===== src/design/smde_pkg.sv =====
// ----------------------------------------------------------------------------
// smde_pkg - shared types and constants for the switch matrix debouncer
// Operation and register codes, the per-column store entry and the event job.
// ----------------------------------------------------------------------------
package smde_pkg;

    localparam int ROW_W          = 3;
    localparam int ROWS           = 8;
    localparam int COL_W          = 4;
    localparam int IDX_W          = 7;
    localparam int MASK_BYTES     = 10;
    localparam int MASK_LOW_W     = 64;
    localparam int MASK_HIGH_W    = 16;
    localparam int MASK_W         = MASK_LOW_W + MASK_HIGH_W;
    localparam int CFG_DATA_W     = 64;
    localparam int CFG_INDEX_W    = 2;
    localparam int IN_TDATA_W     = 24;
    localparam int OUT_TDATA_W    = 8;

    // Operation codes
    localparam logic [1:0] OP_SCAN    = 2'd0;
    localparam logic [1:0] OP_SERVICE = 2'd1;
    localparam logic [1:0] OP_QUERY   = 2'd2;

    // Configuration register indexes
    localparam logic [CFG_INDEX_W-1:0] REG_OPTO_LOW  = 2'd0;
    localparam logic [CFG_INDEX_W-1:0] REG_OPTO_HIGH = 2'd1;
    localparam logic [CFG_INDEX_W-1:0] REG_EDGE_LOW  = 2'd2;
    localparam logic [CFG_INDEX_W-1:0] REG_EDGE_HIGH = 2'd3;

    // One column of debounce state
    typedef struct packed {
        logic [ROWS-1:0] pending;
        logic [ROWS-1:0] changed;
        logic [ROWS-1:0] raw;
    } entry_t;

    // Events still to be sent for one item: one per set bit of hits
    typedef struct packed {
        logic [COL_W-1:0] col;
        logic [ROWS-1:0]  hits;
        logic             level;
    } job_t;

endpackage


===== src/design/switch_matrix_debounce_events.sv =====
// ----------------------------------------------------------------------------
// switch_matrix_debounce_events - switch matrix debouncer and event reporter
// Scan, service and query items against per-column debounce state.
// ----------------------------------------------------------------------------
// Usage:
//   Input items arrive on s_tvalid/s_tready/s_tdata. A scan transfer stores a
//   column's raw byte and updates its changed and pending bytes; a service
//   transfer sends one event per qualified pending row of a column (lowest
//   row first, m_tlast on the final one) and clears pending; a query sends
//   one result with the switch's logical level, level 0 for a switch number
//   past the matrix. Scans, scans and services of a column past the matrix
//   and the unused operation send nothing.
//   A result passes the read stage, the job register and the output register.
//   Throughput: one item per cycle while the event sequencer keeps up; an
//   item that sends n events holds the sequencer until all n are sent, so the
//   rate is set by the sequencer's one event per cycle while m_tready is high.
//   The column state lives in a one-port-write, one-port-read memory with a
//   registered read; each item reads at acceptance and writes back as it
//   leaves the read stage, at the earliest in the next cycle, and a write on the
//   read edge is bypassed to the reader.
//   Reset clears the masks, the valid bits of the state memory (so every
//   column reads as zero) and all handshake state; no clearing pass is run.
//   When m_tready is low the result holds in the output register, the next job
//   waits in the sequencer and one more item waits in the read stage before
//   s_tready drops. Write configuration only while idle; the block does not check.
// ----------------------------------------------------------------------------
module switch_matrix_debounce_events
    import smde_pkg::*;
#(
    parameter int COLUMNS = 10
)
(
    input  logic                   clk,
    input  logic                   rst_n,
    // Configuration write port
    input  logic                   cfg_wr_en,
    input  logic [CFG_INDEX_W-1:0] cfg_index,
    input  logic [CFG_DATA_W-1:0]  cfg_data,
    // Input items
    input  logic                   s_tvalid,
    output logic                   s_tready,
    // operation[1:0], column[5:2], raw_bits[13:6], switch_index[20:14], zero pad
    input  logic [IN_TDATA_W-1:0]  s_tdata,
    // Results
    output logic                   m_tvalid,
    input  logic                   m_tready,
    // switch_number[6:0], level[7]
    output logic [OUT_TDATA_W-1:0] m_tdata,
    output logic                   m_tlast
);

    localparam int AW = (COLUMNS > 1) ? $clog2(COLUMNS) : 1;

    // Configuration registers
    logic [MASK_LOW_W-1:0]  opto_low_reg;
    logic [MASK_HIGH_W-1:0] opto_high_reg;
    logic [MASK_LOW_W-1:0]  edge_low_reg;
    logic [MASK_HIGH_W-1:0] edge_high_reg;

    always_ff @(posedge clk or negedge rst_n)
    begin
        if (!rst_n)
        begin
            opto_low_reg  <= '0;
            opto_high_reg <= '0;
            edge_low_reg  <= '0;
            edge_high_reg <= '0;
        end
        else if (cfg_wr_en)
        begin
            case (cfg_index)
                REG_OPTO_LOW:  opto_low_reg  <= cfg_data;
                REG_OPTO_HIGH: opto_high_reg <= cfg_data[MASK_HIGH_W-1:0];
                REG_EDGE_LOW:  edge_low_reg  <= cfg_data;
                REG_EDGE_HIGH: edge_high_reg <= cfg_data[MASK_HIGH_W-1:0];
                default: ;
            endcase
        end
    end

    // Input field unpacking
    logic [1:0]       in_op;
    logic [COL_W-1:0] in_col;
    logic [ROWS-1:0]  in_raw;
    logic [IDX_W-1:0] in_idx;
    logic [COL_W-1:0] in_addr;
    logic             in_range;
    logic             in_fire;

    assign in_op    = s_tdata[1:0];
    assign in_col   = s_tdata[5:2];
    assign in_raw   = s_tdata[13:6];
    assign in_idx   = s_tdata[20:14];

    // A query addresses the column that holds its switch
    assign in_addr  = (in_op == OP_QUERY) ? in_idx[IDX_W-1:ROW_W] : in_col;
    assign in_range = (int'(in_addr) < COLUMNS);
    assign in_fire  = s_tvalid && s_tready;

    // Read stage: item waits here for its memory word
    logic             s1_valid_reg;
    logic [1:0]       s1_op_reg;
    logic [COL_W-1:0] s1_col_reg;
    logic [ROWS-1:0]  s1_raw_reg;
    logic [ROW_W-1:0] s1_row_reg;
    logic             s1_range_reg;
    logic             s1_advance;

    always_ff @(posedge clk or negedge rst_n)
    begin
        if (!rst_n)
        begin
            s1_valid_reg <= 1'b0;
        end
        else if (in_fire)
        begin
            s1_valid_reg <= 1'b1;
        end
        else if (s1_advance)
        begin
            s1_valid_reg <= 1'b0;
        end
    end

    always_ff @(posedge clk)
    begin
        if (in_fire)
        begin
            s1_op_reg    <= in_op;
            s1_col_reg   <= in_addr;
            s1_raw_reg   <= in_raw;
            s1_row_reg   <= in_idx[ROW_W-1:0];
            s1_range_reg <= in_range;
        end
    end

    // State memory
    entry_t  cur;
    entry_t  wr_data;
    logic    wr_en;

    smde_store #(
        .COLUMNS (COLUMNS)
    ) u_store (
        .clk     (clk),
        .rst_n   (rst_n),
        .rd_en   (in_fire && in_range),
        .rd_addr (in_addr[AW-1:0]),
        .rd_data (cur),
        .wr_en   (wr_en),
        .wr_addr (s1_col_reg[AW-1:0]),
        .wr_data (wr_data)
    );

    // Mask bytes of the column in the read stage
    logic [MASK_W-1:0] opto_all;
    logic [MASK_W-1:0] edge_all;
    logic [ROWS-1:0]   opto_byte;
    logic [ROWS-1:0]   edge_byte;

    assign opto_all = {opto_high_reg, opto_low_reg};
    assign edge_all = {edge_high_reg, edge_low_reg};

    always_comb
    begin
        opto_byte = '0;
        edge_byte = '0;
        for (int i = 0; i < MASK_BYTES; i++)
        begin
            if (s1_col_reg == COL_W'(i))
            begin
                opto_byte = opto_all[i*ROWS +: ROWS];
                edge_byte = edge_all[i*ROWS +: ROWS];
            end
        end
    end

    // Modify: debounce update, service qualification and query level
    logic [ROWS-1:0] logical;
    logic [ROWS-1:0] hits;
    logic [ROWS-1:0] chg;
    logic            is_scan;
    logic            is_service;
    logic            is_query;
    logic            has_result;
    logic            job_free;
    job_t            job;

    assign logical    = cur.raw ^ opto_byte;
    assign hits       = cur.pending & (logical | edge_byte);
    assign chg        = cur.raw ^ s1_raw_reg;
    assign is_scan    = (s1_op_reg == OP_SCAN);
    assign is_service = (s1_op_reg == OP_SERVICE);
    assign is_query   = (s1_op_reg == OP_QUERY);

    always_comb
    begin
        if (is_scan)
        begin
            wr_data.raw     = s1_raw_reg;
            wr_data.changed = chg;
            // Promote rows that changed last scan and held still this one
            wr_data.pending = cur.pending | (cur.changed & ~chg);
        end
        else
        begin
            wr_data.raw     = cur.raw;
            wr_data.changed = cur.changed;
            wr_data.pending = '0;
        end
    end

    always_comb
    begin
        job.col = s1_col_reg;
        if (is_query)
        begin
            // One event whose row is the queried row
            job.hits  = ROWS'(1) << s1_row_reg;
            job.level = s1_range_reg && logical[s1_row_reg];
        end
        else
        begin
            job.hits  = hits;
            job.level = 1'b1;
        end
    end

    assign has_result = is_query || (is_service && s1_range_reg && (hits != '0));
    assign s1_advance = s1_valid_reg && (!has_result || job_free);
    assign wr_en      = s1_advance && s1_range_reg && (is_scan || is_service);
    assign s_tready   = !s1_valid_reg || s1_advance;

    smde_emit u_emit (
        .clk      (clk),
        .rst_n    (rst_n),
        .load     (s1_advance && has_result),
        .job      (job),
        .job_free (job_free),
        .m_tvalid (m_tvalid),
        .m_tready (m_tready),
        .m_tdata  (m_tdata),
        .m_tlast  (m_tlast)
    );

    a_s1_hold : assert property (@(posedge clk) disable iff (!rst_n)
        (s1_valid_reg && !s1_advance) |=> (s1_valid_reg && $stable(s1_op_reg)
                                           && $stable(s1_col_reg)))
        else $error("stalled item lost from read stage");

    a_no_write_on_query : assert property (@(posedge clk) disable iff (!rst_n)
        wr_en |-> (s1_valid_reg && !is_query))
        else $error("state written without a scan or service");

endmodule


===== src/design/smde_store.sv =====
// ----------------------------------------------------------------------------
// smde_store - column state memory
// One entry per column, registered read, per-entry valid bits so that an
// entry never written reads as zero, and a bypass for a write on the same edge.
// ----------------------------------------------------------------------------
module smde_store
    import smde_pkg::*;
#(
    parameter int  COLUMNS = 10,
    localparam int AW      = (COLUMNS > 1) ? $clog2(COLUMNS) : 1
)
(
    input  logic          clk,
    input  logic          rst_n,
    input  logic          rd_en,
    input  logic [AW-1:0] rd_addr,
    output entry_t        rd_data,
    input  logic          wr_en,
    input  logic [AW-1:0] wr_addr,
    input  entry_t        wr_data
);

    entry_t               mem [COLUMNS];
    entry_t               rd_q_reg;
    entry_t               byp_data_reg;
    logic                 byp_reg;
    logic                 vld_q_reg;
    logic [COLUMNS-1:0]   vld_reg;

    always_ff @(posedge clk)
    begin
        if (wr_en)
        begin
            mem[wr_addr] <= wr_data;
        end
        if (rd_en)
        begin
            rd_q_reg     <= mem[rd_addr];
            byp_data_reg <= wr_data;
        end
    end

    always_ff @(posedge clk or negedge rst_n)
    begin
        if (!rst_n)
        begin
            vld_reg   <= '0;
            vld_q_reg <= 1'b0;
            byp_reg   <= 1'b0;
        end
        else
        begin
            if (wr_en)
            begin
                vld_reg[wr_addr] <= 1'b1;
            end
            if (rd_en)
            begin
                vld_q_reg <= vld_reg[rd_addr];
                byp_reg   <= wr_en && (wr_addr == rd_addr);
            end
        end
    end

    // Take the write of the read edge over the stale array data
    assign rd_data = byp_reg ? byp_data_reg : (vld_q_reg ? rd_q_reg : '0);

    a_wr_in_range : assert property (@(posedge clk) disable iff (!rst_n)
        wr_en |-> (int'(wr_addr) < COLUMNS))
        else $error("store write beyond last column");

endmodule


===== src/design/smde_emit.sv =====
// ----------------------------------------------------------------------------
// smde_emit - event sequencer and output register
// Hold one job and send one event per set bit, lowest row first.
// ----------------------------------------------------------------------------
module smde_emit
    import smde_pkg::*;
(
    input  logic                   clk,
    input  logic                   rst_n,
    input  logic                   load,
    input  job_t                   job,
    output logic                   job_free,
    output logic                   m_tvalid,
    input  logic                   m_tready,
    output logic [OUT_TDATA_W-1:0] m_tdata,
    output logic                   m_tlast
);

    job_t                 job_reg;
    logic                 job_valid_reg;
    logic                 out_valid_reg;
    logic [IDX_W-1:0]     out_num_reg;
    logic                 out_level_reg;
    logic                 out_last_reg;

    logic [ROW_W-1:0]     row;
    logic [ROWS-1:0]      rest;
    logic                 out_free;
    logic                 emit_fire;
    logic                 emit_last;

    always_comb
    begin
        row = '0;
        for (int i = ROWS - 1; i >= 0; i--)
        begin
            if (job_reg.hits[i])
            begin
                row = ROW_W'(i);
            end
        end
    end

    assign rest      = job_reg.hits & (job_reg.hits - ROWS'(1));
    assign out_free  = !out_valid_reg || m_tready;
    assign emit_fire = job_valid_reg && out_free;
    assign emit_last = (rest == '0);
    assign job_free  = !job_valid_reg || (emit_fire && emit_last);

    always_ff @(posedge clk or negedge rst_n)
    begin
        if (!rst_n)
        begin
            job_valid_reg <= 1'b0;
            out_valid_reg <= 1'b0;
        end
        else
        begin
            if (load)
            begin
                job_valid_reg <= 1'b1;
            end
            else if (emit_fire && emit_last)
            begin
                job_valid_reg <= 1'b0;
            end

            if (emit_fire)
            begin
                out_valid_reg <= 1'b1;
            end
            else if (m_tready)
            begin
                out_valid_reg <= 1'b0;
            end
        end
    end

    always_ff @(posedge clk)
    begin
        if (load)
        begin
            job_reg <= job;
        end
        else if (emit_fire)
        begin
            job_reg.hits <= rest;
        end
        if (emit_fire)
        begin
            out_num_reg   <= {job_reg.col, row};
            out_level_reg <= job_reg.level;
            out_last_reg  <= emit_last;
        end
    end

    assign m_tvalid = out_valid_reg;
    assign m_tdata  = {out_level_reg, out_num_reg};
    assign m_tlast  = out_last_reg;

    a_load_when_free : assert property (@(posedge clk) disable iff (!rst_n)
        load |-> job_free)
        else $error("job loaded over one still sending");

    a_job_not_empty : assert property (@(posedge clk) disable iff (!rst_n)
        job_valid_reg |-> (job_reg.hits != '0))
        else $error("active job has no events left");

endmodule

===== config.mk =====
export PLATFORM = sky130hd
export DESIGN_NAME = switch_matrix_debounce_events
export DESIGN_NICKNAME = d
export VERILOG_FILES = /design/src/design/smde_pkg.sv /design/src/design/switch_matrix_debounce_events.sv /design/src/design/smde_store.sv /design/src/design/smde_emit.sv
export SDC_FILE = /design/constraint.sdc
export NUM_CORES = 1
export LEC_CHECK = 0
export BUFFER_PORTS_ARGS = -buffer_cell sky130_fd_sc_hd__buf_2
export CORE_MARGIN = 2
export CORE_UTILIZATION = 40
export DETAILED_ROUTE_END_ITERATION = 8
export GPL_TIMING_DRIVEN = 0
export SLEW_MARGIN = 20
export SYNTH_ARGS = -nofsm -noshare
export SYNTH_HDL_FRONTEND = slang
export SYNTH_SLANG_ARGS = --single-unit

===== constraint.sdc =====
create_clock -name clk -period 6.06 [get_ports clk]
set_clock_uncertainty 0.15 [all_clocks]
set_input_delay 1.818 -clock clk [delete_from_list [all_inputs] [get_ports clk]]
set_output_delay 1.818 -clock clk [all_outputs]
set_load 0.01 [all_outputs]

Word-level counts from Yosys, hierarchy flattened

Memories as Yosys holds them, arrays and structs flattened. A register that Yosys moved wholly into a read port is not among the register bits.
Cells that the tools add are included.

$add $sub $neg: 1
Magnitude comparators: 5
Equal/unequal tests: 16
Shifts and indexed selects: 1
Multiplexer cells: 48
Bitwise gates (word level): 9
Reductions and logical operators: 38

Operators with widths:

| kind                                                        | number |
|---|---|
| two-way mux 8 bit                                           | 22 |
| two-way mux 24 bit                                          | 3 |
| AND 8 bit                                                   | 3 |
| equality test 4 x 3 -> 1 bit (second input constant)        | 4 |
| bitwise OR 8 bit                                            | 2 |
| XOR 8 bit                                                   | 2 |
| logical AND 1 bit                                           | 13 |
| two-way mux 1 bit                                           | 12 |
| two-way mux 3 bit                                           | 4 |
| less-than comparator 4 x 5 -> 1 bit (second input constant) | 2 |
| bitwise OR 10 bit                                           | 1 |
| two-way mux 9 bit                                           | 1 |
| equality test 2 bit (second input constant)                 | 4 |
| equality test 4 x 2 -> 1 bit (second input constant)        | 2 |
| equality test 4 bit (second input constant)                 | 2 |
| logical NOT 8 bit                                           | 1 |
| inverter 8 bit                                              | 1 |
| AND reduction 2 bit                                         | 4 |
| nonzero test 2 bit                                          | 4 |
| nonzero test 8 bit                                          | 1 |
| left shift 1 x 3 -> 8 bit (first input constant)            | 1 |
| subtractor 8 x 1 -> 8 bit (second input constant)           | 1 |
| logical OR 1 bit                                            | 6 |
| binary-select mux 1 bit (select 4 bit)                      | 1 |
| 15 further kinds                                            | 21 |

Bits in registers: 239
Bits in writable memories: 240
Bits of input ports: 95
Output and inout bits: 11
Logic and storage cells: 146
Memories: 1

Memory list:

| name        | depth | width | read ports | clocked after Yosys merged registers in | write ports | line             | text |
|---|---|---|---|---|---|---|---|
| u_store.mem | 10    | 24    | 1          | 1                                       | 1           | smde_store.sv:23 | `entry_t mem [COLUMNS];` |

Depth between registers and ports, before layout

Gate-level depths: netlist (run 1).

Word-level depth: 24
Depth in mapped cells: 15
Depth with buffers taken out: 10

By module

From an unflattened synthesis (run 1), not the netlist that was laid out.

Cells, all modules: 1,409
Area total of the unflattened synthesis: 21,569.4 µm²

Modules (own cells, without submodules):

| module                        | times used | cells an instance | area each (µm²) | seq. area each (µm²) |
|---|---|---|---|---|
| smde_store                    | 1          | 549               | 11,325.9        | 8,948.6 |
| switch_matrix_debounce_events | 1          | 781               | 9,216.3         | 4,569.4 |
| smde_emit                     | 1          | 79                | 1,027.2         | 710.7 |

Least setup slack after synthesis (run 1)

OpenSTA, ideal clock, no wires.

Kind: register -> register
From: register s1_col_reg[1]
To: memory u_store.mem[2][0] in the netlist's numbering (enable)
Setup time: 0.435 ns
Arrival time: 4.306 ns
Data required time: 5.475 ns
Path slack: 1.169 ns
Cell stages (with the launch flop): 14
Path buffers: 3
Period minus slack after synthesis: 4.891 ns
Path through: edfxtp_1 buf_4 buf_2 or3b_2 o21ai_0 o31ai_1 a21oi_1 xor2_1 o21ai_0 nand4_1 or2_1 a31o_2 buf_6 nor3_1

Cells in the longest elaborated chain, start to end: 24
Elaborated cells on any way between the ends: 43
Those cells by class: eq/ne (9); mux (22); bitwise (3); reduce/logical (9)

RTL lines:

| element                                 | line                                 | text |
|---|---|---|
| start: declaration                      | switch_matrix_debounce_events.sv:103 | `logic [COL_W-1:0] s1_col_reg;` |
| start signal: assignment                | switch_matrix_debounce_events.sv:130 | `s1_col_reg <= in_addr;` |
| logical NOT 4 bit                       | switch_matrix_debounce_events.sv:170 | `if (s1_col_reg == COL_W'(i))` |
| two-way mux 8 bit (10 in a row)         | switch_matrix_debounce_events.sv:170 |  |
| XOR 8 bit                               | switch_matrix_debounce_events.sv:189 | `assign logical = cur.raw ^ opto_byte;` |
| bitwise OR 8 bit                        | switch_matrix_debounce_events.sv:190 | `assign hits = cur.pending & (logical \| edge_byte);` |
| AND 8 bit                               | switch_matrix_debounce_events.sv:190 |  |
| nonzero test 8 bit                      | switch_matrix_debounce_events.sv:229 | `assign has_result = is_query \|\| (is_service && s1_range_reg && (hits != '0));` |
| logical AND 1 bit                       | switch_matrix_debounce_events.sv:229 |  |
| logical OR 1 bit                        | switch_matrix_debounce_events.sv:229 |  |
| logical NOT 1 bit                       | switch_matrix_debounce_events.sv:230 | `assign s1_advance = s1_valid_reg && (!has_result \|\| job_free);` |
| logical OR 1 bit                        | switch_matrix_debounce_events.sv:230 |  |
| logical AND 1 bit                       | switch_matrix_debounce_events.sv:230 |  |
| logical AND 1 bit (2 in a row)          | switch_matrix_debounce_events.sv:231 | `assign wr_en = s1_advance && s1_range_reg && (is_scan \|\| is_service);` |
| two-way mux 1 bit                       | smde_store.sv:32                     | `if (wr_en)` |
| two-way mux 1 bit (not written as such) | smde_store.sv:34                     | `mem[wr_addr] <= wr_data;` |
| end: declaration                        | smde_store.sv:23                     |  |

Parallel ways exist; a longest one is shown, timed or not.

Worst setup path in the final report (run 1)

From: register s1_col_reg[0]
To: output port s_tready

Cells in the longest elaborated chain, start to end: 21
Elaborated cells on any way between the ends: 40
Those cells by class: eq/ne (9); mux (20); bitwise (3); reduce/logical (8)

RTL lines:

| element                         | line                                 | text |
|---|---|---|
| logical NOT 4 bit               | switch_matrix_debounce_events.sv:170 |  |
| two-way mux 8 bit (10 in a row) | switch_matrix_debounce_events.sv:170 |  |
| XOR 8 bit                       | switch_matrix_debounce_events.sv:189 |  |
| bitwise OR 8 bit (*)            | switch_matrix_debounce_events.sv:190 |  |
| AND 8 bit (*)                   | switch_matrix_debounce_events.sv:190 |  |
| nonzero test 8 bit (*)          | switch_matrix_debounce_events.sv:229 |  |
| logical AND 1 bit (*)           | switch_matrix_debounce_events.sv:229 |  |
| logical OR 1 bit (*)            | switch_matrix_debounce_events.sv:229 |  |
| logical NOT 1 bit (*)           | switch_matrix_debounce_events.sv:230 |  |
| logical OR 1 bit (*)            | switch_matrix_debounce_events.sv:230 |  |
| logical AND 1 bit (*)           | switch_matrix_debounce_events.sv:230 |  |
| logical OR 1 bit (*)            | switch_matrix_debounce_events.sv:232 | `assign s_tready = !s1_valid_reg \|\| s1_advance;` |
| end: declaration                | switch_matrix_debounce_events.sv:41  | `output logic s_tready,` |

Every way passes the cells marked *; elsewhere a longest branch is shown, timed or not.

==> impl_metrics.csv, run 1 <==
group,metric,value,unit
critical_path,worst-r2r-setup-slack,1.10,ns
timing,hold_slack,0.2753,ns
critical_path,rr_worst_depth,15,
power,power_density,376.4,nW/um^2
critical_path,worst-setup-path-type,"flop to output port",
timing,finalSetupViolations,0,
floorplanning,initial_core_util,40.45,%
routing,drt-total-wl,63.59,mm
timing,setup_tns,0,ns
yosys,yosys-top-cells-count,"328 x edfxtp_1, 291 x nand2_1, 175 x dfrtp_1, 167 x mux2_2, 74 x clkbuf_1",
timing,finalMaxSlewViolations,0,
routing,wire_per_inst,24.39,um
timing,period_share,97.77,%
routing,ant_nets,0,
floorplanning,dieArea,56200,sq um
clock_tree,path_clk_slew,0.06,ns
clock_tree,insertion_delay,0.64,ns
flow_run,cap_violations,0,
final_layout,final_cells,2607,
critical_path,crit_path_end,"s_tready",
critical_path,worstPathRequired,4.09,ns
timing,slew_headroom,21.94,%
critical_path,cp-end-kind,"output port",
run_status,status,"finished clean",
power,cellLeakagePower,0.009525,uW
global_routing,track_usage,22.55,%
yosys,synth.most_common_cell,"edfxtp_1",
global_routing,antenna_found_initial,1,
final_layout,layout-drive-gt1-share,23.97,%
routing,viasPerCell,5.621,
global_routing,grt_max_degree,100,
yosys,yosysSeqAreaShare,65.49,%
clock_tree,numCtsBuffers,52,
power,power,9540,uW
final_layout,final_nets,1963,
routing,dr_total_vias,14650,
global_routing,overflow,0,
hold_path,min_path_type,"flop to flop",
timing,rsz0062_at_grt,"no",
placed_design,hpwl,45.85,mm
clock_tree,root_buffer,"clkbuf_16",
critical_path,critPathLaunchType,"flop",
yosys,synth_area,21730,sq um
clock_tree,cts_hold_buffers,0,
critical_path,r2r_end,"u_store.mem[6][17]",
routing,drtIter0Drc,1502,
yosys,async_reset_ff_share,34.79,%
floorplanning,core,53710,sq um
placed_design,dp.cells,2511,
yosys,synthTopCellsByArea,"edfxtp_1 45%, dfrtp_1 20%, mux2_2 8.7%, nand2_1 5.0%, a21oi_1 1.7%",
timing,fmax,168.8,MHz
yosys,avgSynthCellArea,12.81,sq um
critical_path,r2r-start,"s1_col_reg[0]",
yosys,yosysWarnings,0,
floorplanning,die_w,237.1,um
yosys,yosysTopAreaCell,"edfxtp_1",
timing,tightest_slew,1.171,ns
timing,finalHoldViolCount,0,
clock_tree,cts_tree,"built",
timing,fin_crit,5.925,ns
power,ir_worst_vdd,0.2295,mV
final_layout,area_growth,16.66,%
clock_tree,clkSinkCount,503,
global_routing,grt_pass1_vias,14200,
clock_tree,clockBufferDepth,3,
yosys,ys_seq_elements,503,
final_layout,diodes,0,
yosys,synth-main-ff-cell,"edfxtp_1",
yosys,synth-edff-count,328,
yosys,syn-num-nets,1791,
routing,firstDrtPassIters,5,
timing,fin_ws,0.1353,ns
final_layout,largest_reg_flops,240,
yosys,synth.top_cell.area_share,45.34,%
critical_path,arrival,3.96,ns
clock_tree,cts.htree.levels,2,
critical_path,crit_path_max_fanout,10,
yosys,syn_inst,1696,
floorplanning,rows,85,
routing,drc,0,
floorplanning,ios,106,
placed_design,place_congestion,0.9402,
global_routing,grt_pass1_wl,93.67,mm
placed_design,place_ws,0.3724,ns
floorplanning,die_y,237.1,um
critical_path,critPathLaunch,"s1_col_reg[0]",
yosys,synth.distinct_cells,73,
placed_design,portBuffers,102,
[stage by stage]
| stage | utilization [%] | cell area, sq um |
|---|---|---|
| 2_1_floorplan | - | 21730 |
| 5_1_grt | 47.19 | 25340 |
| 4_1_cts | 47.09 | 25290 |
| 3_5_place_dp | 43.63 | 23440 |
| 3_3_place_gp | 43.02 | 23110 |
| 6_report | 47.19 | 25340 |
[cell type report]
class,count,area [sq um]
sequential,503,14230
inverter,20,75.07
buffer,107,503.0
tap,696,870.8
fill,4695,28360
multi-input combinational,1064,7083
clock inverter,39,469.2
timing repair buffer,120,770.7
clock buffer,58,1344
[metal layers]
layer  up-vias  wire [um]  GRT usage [%]
met5         -         13              0
met4         2       1597          6.175
met3       100       4476          3.742
met2       516      29100          35.19
met1      7423      28400          32.72
li1       6613          -              -
[repair_timing]
item / in CTS / in global routing
setup buffers: 1 / 0
resized for setup: 12 / 15
pin swaps: 0 / 1
setup endpoints to repair: 1 / 1
[worst max-delay path, stage by stage, from the launching register on]
cell	delay, ns
edfxtp_1	0.58
buf_6	0.27
buf_6	0.23
buf_6	0.20
nand2_1	0.09
nand2_1	0.07
o21ai_0	0.15
a211oi_1	0.56
o221ai_1	0.22
and4b_1	0.24
nand4_1	0.13
nor2_2	0.08
nor3_2	0.27
inv_1	0.09
buf_2	0.15
[report_power, final]
part | total (uW) | internal [uW] | switching [uW]
sequential | 4420 | 4180 | 233
combinational | 1760 | 609 | 1150
clock | 3360 | 1920 | 1440
[how the worst min path moves through the flow]
stage,startpoint,end,slack [ns],cells past startpoint
3_3_place_gp,u_emit.job_reg[0],u_emit.out_level_reg,0.26,0
4_1_cts,u_emit.job_reg[10],u_emit.out_num_reg[4],0.28,0
6_report,u_emit.job_reg[10],u_emit.out_num_reg[4],0.28,0
2_1_floorplan,u_emit.job_reg[0],u_emit.out_level_reg,0.25,0
3_5_place_dp,u_emit.job_reg[11],u_emit.out_num_reg[5],0.26,0
5_1_grt,u_emit.job_reg[9],u_emit.out_num_reg[3],0.28,0
[cells in the final DEF, fill, tap and decap left out, drive strengths merged, types with 6 or more instances in the layout]
cell        n
o21bai     12
nor3       19
nor2       63
nand3b      7
or2         6
inv        22
xnor2       6
nor2b      16
a31oi      35
xor2       13
edfxtp    328
dfrtp     175
o221ai      6
a22oi      17
bufinv      7
a22o       11
clkinvlp    9
o22ai      18
nand3      60
mux2i      27
and3       50
nand2b     10
buf       150
clkinv     21
mux2      169
a21oi      73
o21ai      57
a311oi     25
a21o        6
o31ai       7
clkbuf    135
nand2     291
[logic make-up (layout without fill, tap and decap cells)]
group           count (synthesis)  count (layout)  synth area share [%]
simple gates                  541             541                 11.43
fa+ha+maj                       1               1               0.04607
buf+inv                       129             344                 2.592
mux                           200             200                 10.47
xor+xnor                       19              19                0.7660
compound gates                303             303                 9.203
flops                         503             503                 65.49
(Power assumes the default switching activity.)
==> run 2, diff against run 1 <==
Settings changed: CORE_UTILIZATION 40 to 61, PLACE_DENSITY set to 0.79, RECOVER_POWER set to 100.
==> impl_metrics.csv, run 2 (synthesis results as in run 1) <==
group,metric,value,unit
run_status,status,"complete, but fails checks",
run_status,violations,"capacitance limit, slew limit",
power,ir_worst_vdd,0.2924,mV
timing,fmax,168.6,MHz
floorplanning,core,35310,sq um
routing,ant_nets,0,
timing,finalSetupViolations,0,
timing,slew_headroom,-170.9,%
final_layout,final_cells,2368,
clock_tree,insertion_delay,0.61,ns
final_layout,nFillCells,2397,
timing,tightest_slew,4.063,ns
critical_path,worstPathRequired,4.09,ns
routing,viasPerCell,6.452,
clock_tree,path_clk_slew,0.06,ns
flow_run,cap_violations,1,
critical_path,cp_num_cells,14,
critical_path,arrival,3.96,ns
routing,wire_per_inst,26.03,um
clock_tree,cts.htree.levels,2,
final_layout,stdcell_area,24630,sq um
placed_design,place_congestion,0.9444,
final_layout,mostFrequentLayoutCell,"edfxtp_1",
critical_path,cpMaxStageDelayCell,"edfxtp_1",
routing,drtIter0Drc,1844,
final_layout,layout-drive-gt1-share,20.61,%
placed_design,hpwl,43.21,mm
final_layout,area_growth,13.37,%
critical_path,worst-setup-path-type,"flop to output port",
global_routing,grt_pass1_wl,89.64,mm
timing,fin_ws,0.1275,ns
clock_tree,clkSinkCount,503,
floorplanning,dieArea,37140,sq um
routing,dr_total_vias,15280,
power,power_density,379.2,nW/um^2
critical_path,rr_worst_depth,16,
critical_path,cp-end-kind,"output port",
critical_path,crit_chain,"buf_4 -> buf_2 -> clkbuf_4 -> mux2_2 -> o21ai_1 -> o221ai_1 -> nand2_1 -> o21ai_0 -> o21ai_1 -> nand4_1 -> nor2_2 -> nor3_2 -> inv_1 -> clkbuf_1",
routing,firstDrtPassIters,6,
timing,period_share,97.90,%
clock_tree,cts_tree,"built",
timing,fin_crit,5.932,ns
global_routing,track_usage,33.39,%
placed_design,place_area,23110,sq um
floorplanning,rows,69,
floorplanning,initial_core_util,61.53,%
critical_path,critPathBufInv,5,
placed_design,place_ws,0.1058,ns
clock_tree,numCtsBuffers,50,
placed_design,portBuffers,102,
critical_path,critPathLaunchType,"flop",
floorplanning,ios,106,
global_routing,grt_pass1_vias,14600,
power,cellLeakagePower,0.009339,uW
routing,drt-total-wl,61.63,mm
floorplanning,die_y,192.7,um
final_layout,final_nets,1962,
global_routing,overflow,0,
timing,finalMaxSlewViolations,74,
final_layout,diodes,0,
global_routing,grt_max_degree,103,
critical_path,cp_top_family,"buffers and inverters",
critical_path,slowest_delay,0.39,ns
placed_design,dp.cells,2275,
routing,drc,0,
floorplanning,die_w,192.7,um
timing,rsz0062_at_grt,"no",
global_routing,antenna_found_initial,2,
power,power,9339,uW
final_layout,largest_reg_flops,240,
final_layout,final_util,69.76,%
hold_path,hold_depth,0,
clock_tree,root_buffer,"clkbuf_16",
timing,finalHoldViolCount,0,
critical_path,cp_common_cell,"o21ai_1",
clock_tree,clockBufferDepth,3,
hold_path,min_path_type,"flop to flop",
critical_path,crit_path_max_fanout,10,
final_layout,layout_common_cells,"328 x edfxtp_1, 291 x nand2_1, 175 x dfrtp_1",
[run 2: changes by cell type in the layout (fill, tap and decap cells not counted), moves of 4 or more]
cell	delta
a21oi_1	+4
a21oi_2	-4
buf_16	-4
buf_2	-12
buf_4	-12
clkbuf_1	+37
clkbuf_2	+4
clkinv_1	+4
clkinvlp_4	-8
nor2_1	+4
nor2_4	-7
nor3_1	+5
nor3_2	-5
[run 2: worst paths after layout]
| kind | startpoint | end | slack, ns |
|---|---|---|---|
| worst max register to register | s1_col_reg[1] | u_store.mem[2][13] | 0.13 |
| worst max-delay path | s1_col_reg[1] | s_tready | 0.13 |
| worst min register to register | u_emit.job_reg[0] | u_emit.out_level_reg | 0.27 |
| min in group asynchronous | rst_n | edge_low_reg[24] | 2.48 |
| max in group asynchronous | rst_n | u_emit.m_tvalid | 1.00 |
| worst min-delay path | u_emit.job_reg[0] | u_emit.out_level_reg | 0.27 |
[run 2: stage by stage]
step	hold slack [ns]	setup TNS (ns)
final	0.2685	0
after global routing	0.2801	0
after CTS	0.2682	0
after detailed placement	0.2545	0
after global placement	0.2527	-105.09
after floorplan	0.2503	0
[run 2: routing by layer]
layer  share of wire [%]  routed length [um]  global-route usage, %  up-vias
met4                 3.1                1918                  11.95        4
met5               0.042                  26                      0        -
met1                  41               25030                  48.10     7606
met2                  44               27350                  49.86      935
met3                  12                7308                  8.038      133
li1                    -                   -                      -     6601
[run 2: worst register-to-register path, cell delays in order, from the launching register on]
cell	delay (ns)
edfxtp_1	0.39
buf_4	0.19
buf_2	0.31
clkbuf_4	0.35
mux2_2	0.39
o21ai_1	0.32
o221ai_1	0.20
nand2_1	0.09
o21ai_0	0.16
o21ai_1	0.30
nand4_1	0.17
or2_1	0.29
a31o_2	0.31
buf_6	0.17
nor3_1	1.08
clkbuf_1	0.55
buf_6	0.23
[run 2: power breakdown]
part	leakage (uW)	switching, uW	internal [uW]
clock	0.000820	1340	1850
sequential	0.00507	222	4190
combinational	0.00345	1160	583
total	0.00934	2720	6620
[run 2: layout make-up]
| class | instances | area (sq um) | area share (%) |
|---|---|---|---|
| timing repair buffer | 120 | 600.6 | 2.438 |
| buffer | 108 | 493.0 | 2.001 |
| sequential | 503 | 14230 | 57.77 |
| inverter | 20 | 75.07 | 0.3048 |
| tap | 461 | 576.8 | 2.342 |
| multi-input combinational | 1064 | 6972 | 28.30 |
| clock buffer | 63 | 1320 | 5.359 |
| clock inverter | 29 | 365.4 | 1.483 |
[run 2: what timing repair did]
| item | in CTS | in global routing |
|---|---|---|
| cloned | 0 | 0 |
| endpoints found under the hold margin | 0 | 0 |
| setup endpoints to repair | 1 | 1 |
| hold buffers | 0 | 0 |
| buffers inserted | 0 | 2 |
| gates resized for setup | 3 | 16 |
